[src/hdl/pjr_fifo.sv]
`default_nettype none
// ----------------------------------------------------------------------------
// pjr_fifo: small show-ahead queue
// Register-based queue; the head entry is visible while empty is low.
// ----------------------------------------------------------------------------
module pjr_fifo #(
    parameter int WIDTH = 8,
    parameter int DEPTH = 2
)
(
    input  logic             clk,
    input  logic             rst_n,
    input  logic             push,
    output logic             full,
    input  logic [WIDTH-1:0] wdata,
    input  logic             pop,
    output logic             empty,
    output logic [WIDTH-1:0] rdata
);
    localparam int AW = (DEPTH > 1) ? $clog2(DEPTH) : 1;
    localparam int CW = $clog2(DEPTH + 1);

    logic [WIDTH-1:0] entry_reg [DEPTH];
    logic [AW-1:0]    wr_ptr_reg;
    logic [AW-1:0]    rd_ptr_reg;
    logic [CW-1:0]    count_reg;
    logic             do_push;
    logic             do_pop;

    assign full    = (count_reg == CW'(DEPTH));
    assign empty   = (count_reg == '0);
    assign do_push = push && !full;
    assign do_pop  = pop && !empty;
    assign rdata   = entry_reg[rd_ptr_reg];

    // Advance pointers and occupancy
    always_ff @(posedge clk or negedge rst_n)
    begin
        if (!rst_n)
        begin
            wr_ptr_reg <= '0;
            rd_ptr_reg <= '0;
            count_reg  <= '0;
        end
        else
        begin
            if (do_push)
            begin
                wr_ptr_reg <= (wr_ptr_reg == AW'(DEPTH - 1)) ? '0 : wr_ptr_reg + 1'b1;
            end
            if (do_pop)
            begin
                rd_ptr_reg <= (rd_ptr_reg == AW'(DEPTH - 1)) ? '0 : rd_ptr_reg + 1'b1;
            end
            if (do_push && !do_pop)
            begin
                count_reg <= count_reg + 1'b1;
            end
            else if (do_pop && !do_push)
            begin
                count_reg <= count_reg - 1'b1;
            end
        end
    end

    // Store the incoming beat
    always_ff @(posedge clk)
    begin
        if (do_push)
        begin
            entry_reg[wr_ptr_reg] <= wdata;
        end
    end

endmodule : pjr_fifo
`default_nettype wire

[config.mk]
export PLATFORM = sky130hd
export DESIGN_NAME = pjr_fifo
export DESIGN_NICKNAME = d
export VERILOG_FILES = /design/src/hdl/pjr_fifo.sv
export SDC_FILE = /design/constraint.sdc
export NUM_CORES = 1
export LEC_CHECK = 0
export ABC_AREA = 1
export BUFFER_PORTS_ARGS = -buffer_cell sky130_fd_sc_hd__buf_2
export CORE_MARGIN = 2
export CORE_UTILIZATION = 49
export DETAILED_ROUTE_END_ITERATION = 7
export HOLD_SLACK_MARGIN = 0.1
export PLACE_DENSITY_LB_ADDON = 0.15
export SLEW_MARGIN = 15
export SYNTH_ARGS = -nofsm -noshare
export SYNTH_HDL_FRONTEND = slang
export SYNTH_SLANG_ARGS = --single-unit
export TNS_END_PERCENT = 5
[constraint.sdc]
create_clock -name clk -period 1.6 [get_ports clk]
set_clock_uncertainty 0.1 [all_clocks]
set_input_delay 0.24 -clock clk [delete_from_list [all_inputs] [get_ports clk]]
set_output_delay 0.24 -clock clk [all_outputs]
set_load 0.03 [all_outputs]
# Word-level counts from Yosys, hierarchy flattened
# Memories as Yosys holds them, arrays and structs flattened.
# Index checks and enable logic that the tools add are counted.
[totals]
register_bits = 4
ramBits = 16
input_bits = 12
out_inout_bits = 10
word_cells = 25
n_memories = 1
[op_classes]
n_addsub = 4
eq_ne = 1
muxes = 6
n_reduce_logical = 10
[memory_table]
columns = ["memory", "words", "width", "read_ports", "rd_clocked_by_memory_dff", "write_ports", "line_no", "rtl"]
rows = [
  ["entry_reg", 2, 8, 1, 0, 1, "23", "logic [WIDTH-1:0] entry_reg [DEPTH];"],
]
[ops]
columns = ["cell", "n"]
rows = [
  ["$logic_and A1 B1 Y1", 4],
  ["$logic_not A1 Y1", 4],
  ["$mux W1", 4],
  ["$mux W2", 2],
  ["$add A1 B1 Y1 const B", 2],
  ["$add A2 B1 Y2 const B", 1],
  ["$eq A2 B2 Y1 const B", 1],
  ["$logic_not A2 Y1", 1],
  ["$reduce_bool A2 Y1", 1],
  ["$sub A2 B1 Y2 const B", 1],
]

# Depth between registers and ports, before layout
[depth]
depth_word = 7
ltp_mapped = 9
ltp_nobuf = 9

# Worst setup path after synthesis
# Ideal clock, no wire load.
[synth_path]
path_type = "flip-flop to flip-flop"
from = "reg count_reg[0]"
to = "reg count_reg[1]"
arrival_ns = 1.362
required_time_ns = 1.383
path_slack_ns = 0.021
stages_incl_launch_ff = 8
n_path_buf = 0
period_less_slack_ns = 1.579
path_cell_list = "dfrtp_1 -> nor2_2 -> nor2_2 -> ha_1 -> inv_1 -> nand3_1 -> nand2_1 -> nand2_1"
[synth_between]
elab_chain_cells = 6
[synth_rtl]
columns = ["item", "line_no", "rtl"]
rows = [
  ["from (decl)", "26", "logic [CW-1:0] count_reg;"],
  ["from (signal assigned)", "57", "count_reg <= count_reg + 1'b1;"],
  ["from (signal assigned)", "61", "count_reg <= count_reg - 1'b1;"],
  ["$eq A2 B2 Y1 (*)", "30", "assign full = (count_reg == CW'(DEPTH));"],
  ["named net full", "14", "output logic full,"],
  ["$logic_not A1 Y1 (*)", "32", "assign do_push = push && !full;"],
  ["$logic_and A1 B1 Y1 (*)", "32", ""],
  ["$logic_not A1 Y1", "59", "else if (do_pop && !do_push)"],
  ["$logic_and A1 B1 Y1", "59", ""],
  ["$reduce_bool A2 Y1 (no line)", "-", ""],
]
# Mark *: on every way through the listed nets, which the timed path passes. The rest lies on a longest branch. The select of a mux whose other input is x is not followed.
# A chain may end at the register's enable or synchronous reset.

# Final worst setup path
[layout_path]
from = "reg rd_ptr_reg"
to = "out rdata[1]"
[layout_between]
elab_chain_cells = 1
[layout_rtl]
columns = ["item", "line_no", "rtl"]
rows = [
  ["from (decl)", "25", "logic [AW-1:0] rd_ptr_reg;"],
  ["from (signal assigned)", "53", "rd_ptr_reg <= (rd_ptr_reg == AW'(DEPTH - 1)) ? '0 : rd_ptr_reg + 1'b1;"],
  ["$mem_v2 Z2 W8", "-", ""],
  ["to (decl)", "18", "output logic [WIDTH-1:0] rdata"],
]
# No other way between the ends.

==> results.py <==
metrics = {
    "timing": {
        "drv_slew": 0,
        "setup_violations": 0,
        "fin_crit_ns": 1.52,
        "rsz0062_at_grt": "no",
        "hold_viol_final": 0,
        "fmax_mhz": 656,
        "relSlewSlack": 0.774,
        "worstMarginPinSlew_ns": 0.339,
        "final.setup.tns_ns": 0,
        "finalCritPeriodShare": 0.953,
    },
    "floorplan": {
        "initial_core_util": 0.531,
        "core_um2": 1520,
        "pin_count": 22,
        "die_h_um": 44.6,
        "dieArea_um2": 1990,
        "die_w_um": 44.6,
        "rows": 14,
    },
    "worst_setup_path": {
        "path_buf_inv": 2,
        "critPathMaxFanout": 4,
        "path_cells": "buf_4 -> nand2_1 -> nand2_1 -> buf_2",
        "cpMaxStageDelayCell": "dfrtp_2",
        "startpoint_type": "flop",
        "cp.required_ns": 1.26,
        "crit_top_cell": "nand2_1",
        "crit_start": "rd_ptr_reg",
        "cp.arrival_ns": 1.18,
        "slowest_delay_ns": 0.45,
        "cp-end-kind": "output port",
        "reg2reg_from": "count_reg[0]",
        "cpLargestDelayFamily": "flip-flops",
        "critical_path_class": "reg2out",
    },
    "yosys": {
        "synth_fp_nets": 86,
        "yosysWarnings": 0,
        "synth_seq_cells": 20,
        "synth-async-reset-ratio": 0.200,
        "synth_top_cell_area_share": 0.594,
        "yosysSeqAreaShare": 0.717,
        "synthTopCellsByArea": "edfxtp_1 (59%), nand2_1 (15%), dfrtp_1 (12%)",
        "syn_avg_cell_area_um2": 11.1,
        "synth.most_common_cell": "nand2_1",
        "syn_area_um2": 810,
        "synth_edf_count": 16,
        "post_synth_num_cell_types": 14,
        "synth_cells": 73,
        "synthTopCellsByCount": "nand2_1 (33), edfxtp_1 (16), inv_1 (7), dfrtp_1 (4)",
        "synth_top_area_cell": "edfxtp_1",
        "ys.flop_type": "edfxtp_1",
    },
    "route": {
        "ant_nets": 0,
        "vias": 584,
        "drc": 0,
        "dr.pass1.iters": 4,
        "drt-total-wl_um": 1410,
        "initialDrtViolationCount": 12,
        "viasPerCell": 4.60,
        "wire_per_inst_um": 11.1,
    },
    "power_and_ir_drop": {
        "peakVddDrop_v": 0.00144,
        "combPwrFrac": 0.431,
        "power_density_nw_per_um2": 1910,
        "leakage_nw": 0.535,
        "intPower_mw": 1.28,
        "sw_frac_of_total": 0.399,
        "p_seq_frac": 0.378,
        "p_clk_frac": 0.190,
        "p_switching_uw": 853,
    },
    "grt": {
        "grt_util_all_layers": 0.165,
        "grt_max_degree": 13,
        "antenna_found_initial": 0,
        "grt-ovfl-total": 0,
        "grt_pass1_wl_um": 2210,
        "grt_pass1_vias": 529,
    },
    "run": {
        "max_cap_violations": 0,
    },
    "placement": {
        "placed_area_um2": 945,
        "hpwl_um": 920,
        "io_buffer_count": 21,
        "gp_congestion": 0.810,
    },
    "clocking": {
        "htree_levels": 1,
        "cts_root_buf": "clkbuf_4",
        "clock-sinks": 20,
        "cts_buffer_depth": 2,
        "clk_pin_slew_ns": 0.11,
        "cts_tree": "yes",
        "worst_skew_pair.late_latency_ns": 0.30,
        "numCtsBuffers": 3,
    },
    "cells_and_area": {
        "antenna_cells": 0,
        "final_nets": 125,
        "finalInstanceArea_um2": 1120,
        "largest_reg_flops": 16,
        "final_core_util": 0.735,
        "area_delta_synth_final_pct": 38.3,
        "post_route_cells_drive_above_1_share": 0.306,
        "final.fill_count": 118,
    },
    "status": {
        "outcome": "finished clean",
    },
    "hold_path": {
        "hold_path_class": "in2async",
    },
}
==> logic make-up after synthesis <==
group / share of synthesized area
adders and majority gates: 0.0155
AOI/OAI and AO/OA: 0.0124
buffers and inverters: 0.0433
xor gates and xnor gates: 0.0108
DFF: 0.717
and+or+nand+nor: 0.201
==> metrics by stage <==
stage | hold WS [ns] | std cells | setup WS (ns) | total power, mW
2_1_floorplan | -0.156 | 73 | 0.0214 | 1.42
3_3_place_gp | -0.0488 | 111 | 0.103 | 1.65
3_5_place_dp | -0.0488 | 111 | 0.108 | 1.66
4_1_cts | 0.153 | 127 | 0.0363 | 2.14
5_1_grt | 0.178 | 127 | 0.0197 | 2.26
6_report | 0.177 | 127 | 0.0759 | 2.14
==> power groups by stage <==
stage / combinational [mW] / sequential (mW) / clock (mW)
4_1_cts: 0.924 / 0.798 / 0.420
3_5_place_dp: 0.829 / 0.835 / 0
5_1_grt: 1.01 / 0.823 / 0.432
6_report: 0.921 / 0.808 / 0.407
2_1_floorplan: 0.640 / 0.785 / 0
3_3_place_gp: 0.816 / 0.830 / 0
==> layout make-up <==
class | count | area (um^2) | area share
clock buffers | 3 | 22.5 | 0.0201
clock inverters | 1 | 30.0 | 0.0268
inverters | 8 | 32.5 | 0.0291
multi-input cells | 44 | 198 | 0.177
flip-flops and latches | 20 | 582 | 0.520
well taps | 16 | 20.0 | 0.0179
repair buffers | 35 | 235 | 0.210
==> layout by cell type, fill, tap and decap left out <==
cell	synthesis	layout
nand2_1	33	33
buf_2	1	21
edfxtp_1	16	16
dlygate4sd3_1	0	10
inv_1	7	7
buf_4	0	4
clkbuf_4	0	3
dfrtp_1	4	3
nor2_1	2	2
nor2_2	2	2
inv_4	0	1
o21ai_2	0	1
o21ai_0	2	1
xnor2_1	1	1
nand3b_1	1	1
nand3_1	1	1
nand4_1	1	1
ha_1	1	1
bufinv_16	0	1
dfrtp_2	0	1
==> routing by layer <==
layer  share of wire  routed length [um]  GRT usage  vias to the layer above
met2            0.53                 752      0.287                       16
met5               0                   0          0                        -
met1            0.40                 560      0.176                      254
met3           0.042                  60     0.0367                        5
met4           0.027                  38      0.109                        0
li1                -                   -          -                      309
==> worst register-to-register path, stage by stage (launching register included) <==
cell,delay (ns)
dfrtp_1,0.48
nor2_2,0.17
nor2_2,0.05
ha_1,0.29
inv_1,0.08
nand3_1,0.10
nand2_1,0.07
nand2_1,0.05
==> worst paths after layout <==
path                                 to  slack [ns]  depth (start not counted)
setup / recovery               rdata[1]        0.08                          4
hold / removal             count_reg[1]        0.18                          2
setup reg to reg           count_reg[1]        0.11                          7
hold reg to reg              wr_ptr_reg        0.40                          2
max in group asynchronous    rd_ptr_reg        1.09                          2
min in group clk             wr_ptr_reg        0.18                          5
==> what timing repair did <==
action                                  in CTS  in global routing
resized for setup                            1                  3
hold buffers                                10                  0
setup buffers                                2                  0
endpoints found under the setup margin       8                  3
endpoints found under the hold margin       21                  0
(Power assumes the default switching activity.)
